--- config.mk ---
export PLATFORM = sky130hd
export DESIGN_NAME = framed_serial_link_receiver
export DESIGN_NICKNAME = d
export VERILOG_FILES = /design/src/sv/fslr_pkg.sv /design/src/sv/framed_serial_link_receiver.sv /design/src/sv/fslr_front.sv /design/src/sv/fslr_queue.sv /design/src/sv/fslr_back.sv
export SDC_FILE = /design/constraint.sdc
export NUM_CORES = 1
export LEC_CHECK = 0
export BUFFER_PORTS_ARGS = -buffer_cell sky130_fd_sc_hd__buf_2
export CORE_AREA = 2 2 184 186
export CTS_CLUSTER_SIZE = 25
export DETAILED_ROUTE_END_ITERATION = 6
export DIE_AREA = 0 0 186 188
export PLACE_DENSITY = 0.71
export SLEW_MARGIN = 5
export SYNTH_ARGS = -nofsm -noshare
export SYNTH_HDL_FRONTEND = slang
export SYNTH_SLANG_ARGS = --single-unit
--- constraint.sdc ---
create_clock -name i_clk -period 9.35 [get_ports i_clk]
set_input_delay 1.4025 -clock i_clk [delete_from_list [all_inputs] [get_ports i_clk]]
set_output_delay 1.4025 -clock i_clk [all_outputs]
set_load 0.05 [all_outputs]
--- src/sv/fslr_pkg.sv ---
// ----------------------------------------------------------------------------
// fslr_pkg
// Shared types and constants for the framed serial link receiver: register
// map, reset values, command codes passed from the parser to the emitter.
// ----------------------------------------------------------------------------
package fslr_pkg;

    // Register map
    localparam logic [2:0] REG_TICK_PERIOD    = 3'd0;
    localparam logic [2:0] REG_HEADER_CODE    = 3'd1;
    localparam logic [2:0] REG_FOOTER_CODE    = 3'd2;
    localparam logic [2:0] REG_HANDSHAKE_CODE = 3'd3;
    localparam logic [2:0] REG_HEARTBEAT_CODE = 3'd4;
    localparam logic [2:0] REG_IDENTITY_CHARS = 3'd5;
    localparam logic [2:0] REG_IDENTITY_LEN   = 3'd6;

    // Register reset values
    localparam logic [9:0] RST_TICK_PERIOD    = 10'd10;
    localparam logic [7:0] RST_HEADER_CODE    = 8'd1;
    localparam logic [7:0] RST_FOOTER_CODE    = 8'd4;
    localparam logic [7:0] RST_HANDSHAKE_CODE = 8'd5;
    localparam logic [7:0] RST_HEARTBEAT_CODE = 8'd6;

    // Timing thresholds in milliseconds
    localparam int HEARTBEAT_MS    = 250;
    localparam int IDLE_TIMEOUT_MS = 1000;

    // Saturation limits of the tick counters
    localparam logic [7:0] HB_TICKS_MAX   = 8'd255;
    localparam logic [9:0] IDLE_TICKS_MAX = 10'd1023;

    // Longest identity name in bytes
    localparam logic [3:0] IDENT_MAX = 4'd8;

    // Command queue depth between parser and emitter
    localparam int QUEUE_DEPTH = 4;

    // Input command field
    localparam logic CMD_BYTE = 1'b0;
    localparam logic CMD_TICK = 1'b1;

    // Parser phases
    localparam logic [1:0] PH_HEADER  = 2'd0;
    localparam logic [1:0] PH_LENGTH  = 2'd1;
    localparam logic [1:0] PH_PAYLOAD = 2'd2;
    localparam logic [1:0] PH_FOOTER  = 2'd3;

    // Result kinds
    localparam logic [1:0] KIND_TX      = 2'd0;
    localparam logic [1:0] KIND_PAYLOAD = 2'd1;
    localparam logic [1:0] KIND_FEND    = 2'd2;
    localparam logic [1:0] KIND_RESET   = 2'd3;

    // Emitter operations
    localparam logic [1:0] OP_IDENT   = 2'd0;
    localparam logic [1:0] OP_PAYLOAD = 2'd1;
    localparam logic [1:0] OP_FEND    = 2'd2;
    localparam logic [1:0] OP_TICK    = 2'd3;

    // Configuration register file contents
    typedef struct packed {
        logic [9:0]  tick_period_ms;
        logic [7:0]  header_code;
        logic [7:0]  footer_code;
        logic [7:0]  handshake_code;
        logic [7:0]  heartbeat_code;
        logic [63:0] identity_chars;
        logic [3:0]  identity_length;
    } t_cfg;

    // One queued command; flag_a is footer-ok or heartbeat, flag_b is reset
    typedef struct packed {
        logic [1:0] op;
        logic [7:0] data;
        logic [7:0] index;
        logic       flag_a;
        logic       flag_b;
    } t_cmd;

endpackage

--- src/sv/framed_serial_link_receiver.sv ---
// Path: an accepted input transaction is written into the command queue, and
// its result is then loaded from the queue head into the output register.
// Throughput: one input transaction per cycle while the queue is not full; one
// result per cycle while output is not stalled; a handshake reply of N bytes is N+3 items.
// Reset: synchronous, active low; clears parser state, queue and output stage,
// and sets the configuration registers to their defaults.
// ----------------------------------------------------------------------------
// framed_serial_link_receiver
// Length-prefixed frame deframer with identity handshake reply, heartbeat
// transmit and idle watchdog. Parser front end, command queue, emitter.
// ----------------------------------------------------------------------------
module framed_serial_link_receiver #(
    parameter int QUEUE_DEPTH = fslr_pkg::QUEUE_DEPTH
) (
    input  logic        i_clk,
    input  logic        i_rst_n,
    // Input transactions
    input  logic        i_in_valid,
    output logic        o_in_stall,
    input  logic        i_cmd,
    input  logic [7:0]  i_rx_byte,
    // Result transactions
    output logic        o_out_valid,
    input  logic        i_out_stall,
    output logic [1:0]  o_kind,
    output logic [7:0]  o_data_byte,
    output logic [7:0]  o_payload_index,
    output logic        o_frame_ok,
    output logic        o_last,
    // Configuration writes
    input  logic        i_cfg_valid,
    output logic        o_cfg_ready,
    input  logic [2:0]  i_cfg_index,
    input  logic [63:0] i_cfg_data
);

    fslr_pkg::t_cfg r_cfg;
    fslr_pkg::t_cmd push_cmd;
    fslr_pkg::t_cmd head;
    logic           push;
    logic           pop;
    logic           q_empty;
    logic           q_full;
    logic           in_accept;

    assign o_cfg_ready = 1'b1;
    assign o_in_stall  = q_full;
    assign in_accept   = i_in_valid & ~q_full;

    // Configuration register file
    always_ff @(posedge i_clk) begin
        if (!i_rst_n) begin
            r_cfg.tick_period_ms  <= fslr_pkg::RST_TICK_PERIOD;
            r_cfg.header_code     <= fslr_pkg::RST_HEADER_CODE;
            r_cfg.footer_code     <= fslr_pkg::RST_FOOTER_CODE;
            r_cfg.handshake_code  <= fslr_pkg::RST_HANDSHAKE_CODE;
            r_cfg.heartbeat_code  <= fslr_pkg::RST_HEARTBEAT_CODE;
            r_cfg.identity_chars  <= 64'd0;
            r_cfg.identity_length <= 4'd0;
        end else if (i_cfg_valid && o_cfg_ready) begin
            case (i_cfg_index)
                fslr_pkg::REG_TICK_PERIOD:    r_cfg.tick_period_ms  <= i_cfg_data[9:0];
                fslr_pkg::REG_HEADER_CODE:    r_cfg.header_code     <= i_cfg_data[7:0];
                fslr_pkg::REG_FOOTER_CODE:    r_cfg.footer_code     <= i_cfg_data[7:0];
                fslr_pkg::REG_HANDSHAKE_CODE: r_cfg.handshake_code  <= i_cfg_data[7:0];
                fslr_pkg::REG_HEARTBEAT_CODE: r_cfg.heartbeat_code  <= i_cfg_data[7:0];
                fslr_pkg::REG_IDENTITY_CHARS: r_cfg.identity_chars  <= i_cfg_data;
                fslr_pkg::REG_IDENTITY_LEN:   r_cfg.identity_length <= i_cfg_data[3:0];
                default: ;
            endcase
        end
    end

    // Parser front end
    fslr_front u_front (
        .i_clk      (i_clk),
        .i_rst_n    (i_rst_n),
        .i_cfg      (r_cfg),
        .i_accept   (in_accept),
        .i_cmd      (i_cmd),
        .i_rx_byte  (i_rx_byte),
        .o_push     (push),
        .o_push_cmd (push_cmd)
    );

    // Command queue
    fslr_queue #(
        .DEPTH (QUEUE_DEPTH)
    ) u_queue (
        .i_clk      (i_clk),
        .i_rst_n    (i_rst_n),
        .i_push     (push),
        .i_push_cmd (push_cmd),
        .i_pop      (pop),
        .o_head     (head),
        .o_empty    (q_empty),
        .o_full     (q_full)
    );

    // Result emitter
    fslr_back u_back (
        .i_clk           (i_clk),
        .i_rst_n         (i_rst_n),
        .i_cfg           (r_cfg),
        .i_head          (head),
        .i_empty         (q_empty),
        .o_pop           (pop),
        .o_out_valid     (o_out_valid),
        .i_out_stall     (i_out_stall),
        .o_kind          (o_kind),
        .o_data_byte     (o_data_byte),
        .o_payload_index (o_payload_index),
        .o_frame_ok      (o_frame_ok),
        .o_last          (o_last)
    );

endmodule

--- src/sv/fslr_front.sv ---
// ----------------------------------------------------------------------------
// fslr_front
// Accepts bytes and ticks, runs the deframer, heartbeat and watchdog
// counters, and turns each item that has output into one queued command.
// ----------------------------------------------------------------------------
module fslr_front (
    input  logic                  i_clk,
    input  logic                  i_rst_n,
    input  fslr_pkg::t_cfg        i_cfg,
    input  logic                  i_accept,
    input  logic                  i_cmd,
    input  logic [7:0]            i_rx_byte,
    output logic                  o_push,
    output fslr_pkg::t_cmd        o_push_cmd
);

    logic [1:0]  r_phase,     n_phase;
    logic [7:0]  r_count,     n_count;
    logic [7:0]  r_length,    n_length;
    logic [7:0]  r_hb_ticks,  n_hb_ticks;
    logic [9:0]  r_idle,      n_idle;
    logic        r_byte_seen, n_byte_seen;

    logic [7:0]  hb_inc;
    logic [9:0]  idle_inc;
    logic [17:0] hb_prod;
    logic [19:0] idle_prod;
    logic        hb_fire;
    logic        wd_fire;
    logic [7:0]  count_inc;

    // Tick arithmetic
    assign hb_inc    = (r_hb_ticks < fslr_pkg::HB_TICKS_MAX) ? r_hb_ticks + 8'd1 : r_hb_ticks;
    assign idle_inc  = r_byte_seen ? 10'd0 :
                       ((r_idle < fslr_pkg::IDLE_TICKS_MAX) ? r_idle + 10'd1 : r_idle);
    assign hb_prod   = 18'(hb_inc) * 18'(i_cfg.tick_period_ms);
    assign idle_prod = 20'(idle_inc) * 20'(i_cfg.tick_period_ms);
    assign hb_fire   = hb_prod > 18'(fslr_pkg::HEARTBEAT_MS);
    assign wd_fire   = idle_prod > 20'(fslr_pkg::IDLE_TIMEOUT_MS);
    assign count_inc = r_count + 8'd1;

    // Next state and command
    always_comb begin
        n_phase     = r_phase;
        n_count     = r_count;
        n_length    = r_length;
        n_hb_ticks  = r_hb_ticks;
        n_idle      = r_idle;
        n_byte_seen = r_byte_seen;
        o_push      = 1'b0;
        o_push_cmd  = '0;

        if (i_accept) begin
            if (i_cmd == fslr_pkg::CMD_BYTE) begin
                n_byte_seen = 1'b1;
                case (r_phase)
                    fslr_pkg::PH_HEADER: begin
                        if (i_rx_byte == i_cfg.header_code) begin
                            n_phase = fslr_pkg::PH_LENGTH;
                        end else if (i_rx_byte == i_cfg.handshake_code) begin
                            o_push        = 1'b1;
                            o_push_cmd.op = fslr_pkg::OP_IDENT;
                        end
                    end
                    fslr_pkg::PH_LENGTH: begin
                        n_length = i_rx_byte;
                        n_count  = 8'd0;
                        n_phase  = (i_rx_byte == 8'd0) ? fslr_pkg::PH_FOOTER
                                                       : fslr_pkg::PH_PAYLOAD;
                    end
                    fslr_pkg::PH_PAYLOAD: begin
                        o_push           = 1'b1;
                        o_push_cmd.op    = fslr_pkg::OP_PAYLOAD;
                        o_push_cmd.data  = i_rx_byte;
                        o_push_cmd.index = r_count;
                        n_count          = count_inc;
                        if (count_inc >= r_length) begin
                            n_phase = fslr_pkg::PH_FOOTER;
                        end
                    end
                    default: begin
                        o_push            = 1'b1;
                        o_push_cmd.op     = fslr_pkg::OP_FEND;
                        o_push_cmd.data   = r_length;
                        o_push_cmd.flag_a = (i_rx_byte == i_cfg.footer_code);
                        n_phase           = fslr_pkg::PH_HEADER;
                    end
                endcase
            end else begin
                // Tick: heartbeat counter, then watchdog
                n_hb_ticks  = hb_fire ? 8'd0 : hb_inc;
                n_idle      = idle_inc;
                n_byte_seen = 1'b0;
                o_push            = hb_fire | wd_fire;
                o_push_cmd.op     = fslr_pkg::OP_TICK;
                o_push_cmd.flag_a = hb_fire;
                o_push_cmd.flag_b = wd_fire;
                if (wd_fire) begin
                    n_phase     = fslr_pkg::PH_HEADER;
                    n_count     = 8'd0;
                    n_length    = 8'd0;
                    n_hb_ticks  = 8'd0;
                    n_idle      = 10'd0;
                    n_byte_seen = 1'b0;
                end
            end
        end
    end

    // State registers
    always_ff @(posedge i_clk) begin
        if (!i_rst_n) begin
            r_phase     <= fslr_pkg::PH_HEADER;
            r_count     <= 8'd0;
            r_length    <= 8'd0;
            r_hb_ticks  <= 8'd0;
            r_idle      <= 10'd0;
            r_byte_seen <= 1'b0;
        end else begin
            r_phase     <= n_phase;
            r_count     <= n_count;
            r_length    <= n_length;
            r_hb_ticks  <= n_hb_ticks;
            r_idle      <= n_idle;
            r_byte_seen <= n_byte_seen;
        end
    end

endmodule

--- src/sv/fslr_queue.sv ---
// ----------------------------------------------------------------------------
// fslr_queue
// Short command FIFO between the parser and the emitter; the head entry is
// visible without a pop so the emitter can expand it into several results.
// ----------------------------------------------------------------------------
module fslr_queue #(
    parameter int DEPTH = fslr_pkg::QUEUE_DEPTH
) (
    input  logic                  i_clk,
    input  logic                  i_rst_n,
    input  logic                  i_push,
    input  fslr_pkg::t_cmd        i_push_cmd,
    input  logic                  i_pop,
    output fslr_pkg::t_cmd        o_head,
    output logic                  o_empty,
    output logic                  o_full
);

    localparam int PW = (DEPTH > 1) ? $clog2(DEPTH) : 1;
    localparam int CW = $clog2(DEPTH + 1);

    fslr_pkg::t_cmd r_mem [DEPTH];
    logic [PW-1:0]  r_wr_ptr;
    logic [PW-1:0]  r_rd_ptr;
    logic [CW-1:0]  r_count;
    logic           do_push;
    logic           do_pop;

    assign o_empty = (r_count == CW'(0));
    assign o_full  = (r_count == CW'(DEPTH));
    assign o_head  = r_mem[r_rd_ptr];
    assign do_push = i_push & ~o_full;
    assign do_pop  = i_pop & ~o_empty;

    // Entry storage
    always_ff @(posedge i_clk) begin
        if (do_push) begin
            r_mem[r_wr_ptr] <= i_push_cmd;
        end
    end

    // Pointers and fill level
    always_ff @(posedge i_clk) begin
        if (!i_rst_n) begin
            r_wr_ptr <= '0;
            r_rd_ptr <= '0;
            r_count  <= '0;
        end else begin
            if (do_push) begin
                r_wr_ptr <= (r_wr_ptr == PW'(DEPTH - 1)) ? '0 : r_wr_ptr + PW'(1);
            end
            if (do_pop) begin
                r_rd_ptr <= (r_rd_ptr == PW'(DEPTH - 1)) ? '0 : r_rd_ptr + PW'(1);
            end
            if (do_push && !do_pop) begin
                r_count <= r_count + CW'(1);
            end else if (do_pop && !do_push) begin
                r_count <= r_count - CW'(1);
            end
        end
    end

endmodule

--- src/sv/fslr_back.sv ---
// ----------------------------------------------------------------------------
// fslr_back
// Expands queued commands into result items, one per cycle, into a
// registered output stage with stall.
// ----------------------------------------------------------------------------
module fslr_back (
    input  logic                  i_clk,
    input  logic                  i_rst_n,
    input  fslr_pkg::t_cfg        i_cfg,
    input  fslr_pkg::t_cmd        i_head,
    input  logic                  i_empty,
    output logic                  o_pop,
    output logic                  o_out_valid,
    input  logic                  i_out_stall,
    output logic [1:0]            o_kind,
    output logic [7:0]            o_data_byte,
    output logic [7:0]            o_payload_index,
    output logic                  o_frame_ok,
    output logic                  o_last
);

    logic [3:0] r_step;
    logic       r_valid;
    logic [1:0] r_kind;
    logic [7:0] r_data;
    logic [7:0] r_index;
    logic       r_ok;
    logic       r_last;

    logic       load;
    logic [3:0] id_len;
    logic [2:0] char_sel;
    logic [1:0] n_kind;
    logic [7:0] n_data;
    logic [7:0] n_index;
    logic       n_ok;
    logic       n_last;

    assign load     = ~i_empty & (~r_valid | ~i_out_stall);
    assign id_len   = (i_cfg.identity_length > fslr_pkg::IDENT_MAX) ? fslr_pkg::IDENT_MAX
                                                                      : i_cfg.identity_length;
    assign char_sel = 3'(r_step - 4'd2);
    assign o_pop    = load & n_last;

    // Result for the current step of the head command
    always_comb begin
        n_kind  = fslr_pkg::KIND_TX;
        n_data  = 8'd0;
        n_index = 8'd0;
        n_ok    = 1'b0;
        n_last  = 1'b1;
        case (i_head.op)
            fslr_pkg::OP_IDENT: begin
                n_last = (r_step == id_len + 4'd2);
                if (r_step == 4'd0) begin
                    n_data = i_cfg.header_code;
                end else if (r_step == 4'd1) begin
                    n_data = 8'(id_len);
                end else if (n_last) begin
                    n_data = i_cfg.footer_code;
                end else begin
                    n_data = i_cfg.identity_chars[8*char_sel +: 8];
                end
            end
            fslr_pkg::OP_PAYLOAD: begin
                n_kind  = fslr_pkg::KIND_PAYLOAD;
                n_data  = i_head.data;
                n_index = i_head.index;
            end
            fslr_pkg::OP_FEND: begin
                n_kind = fslr_pkg::KIND_FEND;
                n_data = i_head.data;
                n_ok   = i_head.flag_a;
            end
            default: begin
                // Heartbeat byte first, then the reset request
                if (i_head.flag_a && r_step == 4'd0) begin
                    n_data = i_cfg.heartbeat_code;
                    n_last = ~i_head.flag_b;
                end else begin
                    n_kind = fslr_pkg::KIND_RESET;
                end
            end
        endcase
    end

    // Step counter and output stage control
    always_ff @(posedge i_clk) begin
        if (!i_rst_n) begin
            r_step  <= 4'd0;
            r_valid <= 1'b0;
        end else begin
            if (load) begin
                r_step  <= n_last ? 4'd0 : r_step + 4'd1;
                r_valid <= 1'b1;
            end else if (!i_out_stall) begin
                r_valid <= 1'b0;
            end
        end
    end

    // Output payload
    always_ff @(posedge i_clk) begin
        if (load) begin
            r_kind  <= n_kind;
            r_data  <= n_data;
            r_index <= n_index;
            r_ok    <= n_ok;
            r_last  <= n_last;
        end
    end

    assign o_out_valid     = r_valid;
    assign o_kind          = r_kind;
    assign o_data_byte     = r_data;
    assign o_payload_index = r_index;
    assign o_frame_ok      = r_ok;
    assign o_last          = r_last;

endmodule
Word-level counts from Yosys, hierarchy flattened

Memories as Yosys holds them, arrays and structs flattened. A register that Yosys moved wholly into a read port is not among the register bits.
Index checks and enable logic that the tools add are counted.

Shift operators: 1
Mux-type cells: 53
Bitwise operators: 12
Order comparisons: 6
Multipliers: 2
Eq/ne operators: 22
Reductions and logical operators: 28
$add $sub $neg: 10
Div/mod/pow operators: 0

Operators by type and width:

| kind                                                             | number |
|---|---|
| 2-to-1 mux 8 bit                                                 | 12 |
| indexed part select 64 x 7 -> 8 bit                              | 1 |
| case mux 8 bit (2 select lines)                                  | 3 |
| 2-to-1 mux 10 bit                                                | 3 |
| == test 8 bit                                                    | 3 |
| greater-than comparator 20 x 10 -> 1 bit (second input constant) | 1 |
| multiplier 10 x 10 -> 20 bit                                     | 1 |
| 2-to-1 mux 2 bit                                                 | 10 |
| 2-to-1 mux 20 bit                                                | 1 |
| greater-than comparator 18 x 8 -> 1 bit (second input constant)  | 1 |
| multiplier 8 x 10 -> 18 bit                                      | 1 |
| adder 8 x 1 -> 8 bit (second input constant)                     | 2 |
| 2-to-1 mux 16 bit                                                | 1 |
| AND reduction 2 bit                                              | 8 |
| 2-to-1 mux 1 bit                                                 | 14 |
| == test 3 bit (second input constant)                            | 4 |
| case mux 2 bit (3 select lines)                                  | 2 |
| adder 10 x 1 -> 10 bit (second input constant)                   | 1 |
| < comparator 10 bit (second input constant)                      | 1 |
| == test 2 bit (second input constant)                            | 4 |
| >= comparator 8 bit                                              | 1 |
| logical NOT 8 bit                                                | 1 |
| < comparator 8 bit (second input constant)                       | 1 |
| 2-to-1 mux 4 bit                                                 | 2 |
| other kinds (31)                                                 | 55 |

Memory bits (read-only): 0
Output and inout port bits: 23
Memories: 1
Input bits: 81
Latch bits: 0
Bits in registers: 179
RAM bits: 80

Memories:

| memory        | words | width | read ports | clocked after Yosys merged registers in | wr ports | line             | source |
|---|---|---|---|---|---|---|---|
| u_queue.r_mem | 4     | 20    | 1          | 1                                       | 1        | fslr_queue.sv:22 | `fslr_pkg::t_cmd r_mem [DEPTH];` |

Depth between registers and ports, before layout

Word-level depth: 13
Mapped depth: 37
Depth with buffers taken out: 33

Hierarchy

A second synthesis with hierarchy kept.

Cells, all modules: 1911
Area total of the unflattened synthesis: 18550.3 um^2

Modules (own cells, without submodules):

| module                      | area an instance (um^2) | times used | sequential area each (um^2) | cells each |
|---|---|---|---|---|
| fslr_front                  | 8821.0                  | 1          | 740.7                       | 1109 |
| framed_serial_link_receiver | 4244.1                  | 1          | 2202.1                      | 440 |
| fslr_queue                  | 3359.5                  | 1          | 2582.5                      | 155 |
| fslr_back                   | 2125.8                  | 1          | 700.7                       | 207 |

Worst setup path before layout

Ideal clock, no wire load.

Kind: register -> register
From: register u_front.r_idle[0]
To: register u_queue.r_count[2]
Cell stages (with the launch flop): 35
Path buffers: 4
Slack: 1.428 ns
Setup time: 0.070 ns
Data required time: 9.280 ns
Data arrival time: 7.851 ns
Path through: dfxtp_1 ha_1 nand2_1 or3_1 clkbuf_1 and2_1 and3_1 xnor2_1 nor2_1 clkbuf_1 nand2_1 fa_1 fa_1 inv_1 fa_1 fa_1 inv_1 fa_1 inv_1 ha_1 clkbuf_1 and3_1 nor2b_1 or4_4 nand3_2 nor4_1 and4_1 buf_6 a31oi_4 ha_1 inv_1 fa_1 xor2_1 or3_1 a21oi_1

Longest elaborated chain between the ends: 12

Ends and longest elaborated chain:

| what                                                          | line              | source |
|---|---|---|
| from (decl)                                                   | fslr_front.sv:21  | `logic [9:0] r_idle, n_idle;` |
| from (signal assigned)                                        | fslr_front.sv:124 | `r_idle <= n_idle;` |
| adder 10 x 1 -> 10 bit or < comparator 10 bit (tied branches) | fslr_front.sv:35  | `((r_idle < fslr_pkg::IDLE_TICKS_MAX) ? r_idle + 10'd1 : r_idle);` |
| 2-to-1 mux 10 bit *                                           | fslr_front.sv:35  |  |
| 2-to-1 mux 10 bit *                                           | fslr_front.sv:34  | `assign idle_inc = r_byte_seen ? 10'd0 :` |
| multiplier 10 x 10 -> 20 bit *                                | fslr_front.sv:37  | `assign idle_prod = 20'(idle_inc) * 20'(i_cfg.tick_period_ms);` |
| greater-than comparator 20 x 10 -> 1 bit *                    | fslr_front.sv:39  | `assign wd_fire = idle_prod > 20'(fslr_pkg::IDLE_TIMEOUT_MS);` |
| bitwise OR 1 bit *                                            | fslr_front.sv:94  | `o_push = hb_fire \| wd_fire;` |
| 2-to-1 mux 1 bit *                                            | fslr_front.sv:54  | `if (i_cmd == fslr_pkg::CMD_BYTE) begin` |
| 2-to-1 mux 1 bit *                                            | fslr_front.sv:53  | `if (i_accept) begin` |
| bitwise AND 1 bit *                                           | fslr_queue.sv:32  | `assign do_push = i_push & ~o_full;` |
| net u_queue.do_push                                           | fslr_queue.sv:26  | `logic do_push;` |
| logical NOT 1 bit                                             | fslr_queue.sv:57  | `end else if (do_pop && !do_push) begin` |
| logical AND 1 bit                                             | fslr_queue.sv:57  |  |
| nonzero test 2 bit (no line)                                  | --                |  |
| to (signal assigned)                                          | fslr_queue.sv:56  | `r_count <= r_count + CW'(1);` |
| to (signal assigned)                                          | fslr_queue.sv:58  | `r_count <= r_count - CW'(1);` |
| to (decl)                                                     | fslr_queue.sv:25  | `logic [CW-1:0] r_count;` |

The timed path passes the listed nets; every way through them passes the cells marked *.
A chain may end at the register's enable or synchronous reset.

Worst setup path after layout

Ends and elaborated chain as after synthesis.

==> results.sh <==
export IMPL_area_delta_synth_final_pct=9.37
export IMPL_yosysTopAreaCellShare_pct=17.6
export IMPL_io_pins=104
export IMPL_worstPathBufferInverterCount=4
export IMPL_max_stage_delay_ps=570
export IMPL_diodes=0
export IMPL_gp_congestion=0.865
export IMPL_cp_max_fo=11
export IMPL_cts_buffers_inserted=26
export IMPL_post_cts_buffers=0
export IMPL_ys_ff_latch=261
export IMPL_maxCapViolCount=0
export IMPL_critPathKind="reg2reg"
export IMPL_dr_first_iter_drc_count=973
export IMPL_wl_per_cell_microns=17.3
export IMPL_cts_tree="built"
export IMPL_final_core_util_pct=60.4
export IMPL_worstSkewPairLatency_ps=540
export IMPL_antenna_left=0
export IMPL_dpl_cell_area_sq_um=19100
export IMPL_cp_start_kind="flip-flop"
export IMPL_final_hold_viol_count=0
export IMPL_grt_pass1_vias=13900
export IMPL_synth_cell_type_count=82
export IMPL_die_y_microns=188
export IMPL_fin_skew_ps=19.8
export IMPL_slew_violations=0
export IMPL_synth_edf_count=100
export IMPL_holdBufCountCts=0
export IMPL_critPathArrivalTime_ps=8830
export IMPL_yosysWarnings=0
export IMPL_path_delay_family="adder cells"
export IMPL_num_vias=14100
export IMPL_rows=67
export IMPL_grt_pass1_wl_mm=70.4
export IMPL_drive_above_1_share_pct=12.1
export IMPL_synthCells=1967
export IMPL_wl_mm=42.8
export IMPL_relSlewSlack_pct=30.3
export IMPL_root_buffer="clkbuf_16"
export IMPL_p_per_area_nw_per_um2=154
export IMPL_antenna_found_initial=0
export IMPL_required_ps=9820
export IMPL_final_nets=2323
export IMPL_overflow=0
export IMPL_tns_ps=0
export IMPL_clkSlewWorstSetupHoldPaths_ps=60
export IMPL_peakVddDrop_v=0.000162
export IMPL_setup_viol=0
export IMPL_ys_top_cells_by_area="dfxtp_1 18%, edfxtp_1 16%, fa_1 12%"
export IMPL_dieWidth_microns=186
export IMPL_syn_area_per_cell_sq_um=9.30
export IMPL_dieArea_sq_um=35000
export IMPL_synth_fp_nets=2282
export IMPL_period_share_pct=89.5
export IMPL_max_slew_worst_pin_slew_ps=1050
export IMPL_firstDrtPassIters=5
export IMPL_placed_cells=2428
export IMPL_ys_seq_area_share_pct=34.0
export IMPL_status="completed"
export IMPL_crit_top_cell="fa_1"
export IMPL_htree_levels=1
export IMPL_hold_path_class="reg2reg"
export IMPL_cts_path_max_buffers=3
export IMPL_period_needed_ps=8370
export IMPL_grt_max_degree=97
export IMPL_dpl_hpwl_mm=30.7
export IMPL_design_area_sq_um=20000
export IMPL_cp_slowest_cell="fa_1"
export IMPL_core_area_sq_um=33100
export IMPL_end_kind="flip-flop"
export IMPL_grtUsageTotal_pct=24.8
export IMPL_cts_sinks=261
export IMPL_ctsResizeCount=0
export IMPL_fmax_ghz=0.120
export IMPL_p_leak_nw=8.51
export IMPL_start_util_pct=55.2
export IMPL_ys_flop_type="dfxtp_1"
export IMPL_synthArstFlopShare_pct=0
export IMPL_vias_per_cell=5.71
export IMPL_syn_cell_area_sq_um=18300
export IMPL_synth_largest_area_cell="dfxtp_1"
export IMPL_port_buffers=102
export IMPL_stdcell_count=2476
export IMPL_rsz0062_at_grt="no"
export IMPL_drc=0
[power breakdown]
| part | internal, mW | switching (mW) | total, mW |
|---|---|---|---|
| Sequential | 1.28 | 0.0379 | 1.32 |
| Clock | 0.605 | 0.438 | 1.04 |
| Combinational | 0.223 | 0.508 | 0.730 |
| Total | 2.11 | 0.984 | 3.09 |
[layout by cell type, fill, tap and decap left out, types with 46 or more instances in the layout]
cell / synthesis / routed
buf_2: 6 / 102
nand2_1: 380 / 380
and2_1: 127 / 127
ha_1: 123 / 123
fa_1: 111 / 111
nand3_1: 47 / 46
edfxtp_1: 100 / 100
nor2_1: 75 / 74
o21ai_0: 47 / 47
a21oi_1: 156 / 155
dfxtp_1: 161 / 161
inv_1: 151 / 151
[worst paths after layout]
| check | from | endpoint | slack, ps | cells past startpoint |
|---|---|---|---|---|
| worst min register to register | r_cfg[4]$_SDFFE_PN0P_ | r_cfg[4]$_SDFFE_PN0P_ | 450 | 2 |
| worst max-delay path | u_front.r_idle[0]$_SDFFE_PN0P_ | u_queue.r_count[2]$_SDFFE_PN0P_ | 980 | 30 |
| worst min-delay path | r_cfg[4]$_SDFFE_PN0P_ | r_cfg[4]$_SDFFE_PN0P_ | 450 | 2 |
| worst max register to register | u_front.r_idle[0]$_SDFFE_PN0P_ | u_queue.r_count[2]$_SDFFE_PN0P_ | 980 | 30 |
[cells in the mapped netlist (5+ instances only)]
| master | instances |
|---|---|
| xor2_1 | 25 |
| or2_2 | 5 |
| a31oi_1 | 11 |
| buf_2 | 6 |
| nor4_1 | 10 |
| mux2i_1 | 28 |
| dfxtp_1 | 161 |
| nor3b_1 | 5 |
| mux4_2 | 36 |
| nand2_1 | 380 |
| and4_1 | 6 |
| ha_1 | 123 |
| fa_1 | 111 |
| edfxtp_1 | 100 |
| nor3_1 | 13 |
| inv_1 | 151 |
| nor2b_1 | 15 |
| a21o_1 | 14 |
| mux2_2 | 10 |
| o21ai_0 | 47 |
| a211oi_1 | 8 |
| buf_1 | 9 |
| a22oi_1 | 9 |
| nor2_1 | 75 |
| nand2b_1 | 12 |
| clkbuf_1 | 101 |
| and3_1 | 21 |
| nand4_1 | 23 |
| and2_1 | 127 |
| or3_1 | 7 |
| nand3_1 | 47 |
| a32o_1 | 7 |
| xnor2_1 | 35 |
| a21oi_1 | 156 |
[kinds of logic (layout without fill, tap and decap cells)]
family | after synthesis | after routing | share of synthesized area, %
and+or+nand+nor | 760 | 760 | 19.8
AOI/OAI and AO/OA | 307 | 307 | 10.5
buffers and inverters | 270 | 331 | 5.64
DFF | 261 | 261 | 34.0
adders and majority gates | 234 | 234 | 20.6
muxes | 74 | 74 | 6.58
xor gates and xnor gates | 60 | 60 | 2.87
other | 1 | 1 | 0.0205
[metrics by stage]
step / hold WS (ps) / setup WS (ps) / power (mW)
after global placement: 440 / 1250 / 2.06
after floorplan: 433 / 1430 / 1.87
after CTS: 452 / 1020 / 3.10
after global routing: 472 / 541 / 3.21
final: 452 / 984 / 3.09
after detailed placement: 444 / 1020 / 2.07
[routing by layer]
metal / part of all wire [%] / GRT usage [%]
met5: 0 / 0
met4: 2.2 / 6.45
met3: 5.0 / 1.96
met2: 49 / 42.3
met1: 43 / 34.0
[state kept, by name, indices dropped and copies added (netlist names), 3 cells and up, named ones only]
register and flops:
u_front.r_count 8, u_queue.r_mem 80, r_cfg 110, u_front.r_idle 10
u_front.r_hb_ticks 8, u_back.o_data_byte 8, u_queue.r_count 3, u_front.r_length 8
u_back.o_payload_index 8, u_back.r_step 4
[worst min-delay path: stages, from the launching register on]
cell	delay [ps]
dfxtp_1	310
nand2_1	50
a21oi_1	50
[layout make-up]
type / instances / area [sq um]
Inverter: 152 / 573
Multi-Input combinational cell: 1436 / 11000
Timing Repair Buffer: 131 / 728
Clock buffer: 32 / 723
Sequential cell: 261 / 6230
Fill cell: 2856 / 13100
Clock inverter: 16 / 145
Tap cell: 448 / 561
Power figures use the tool's default switching activity.
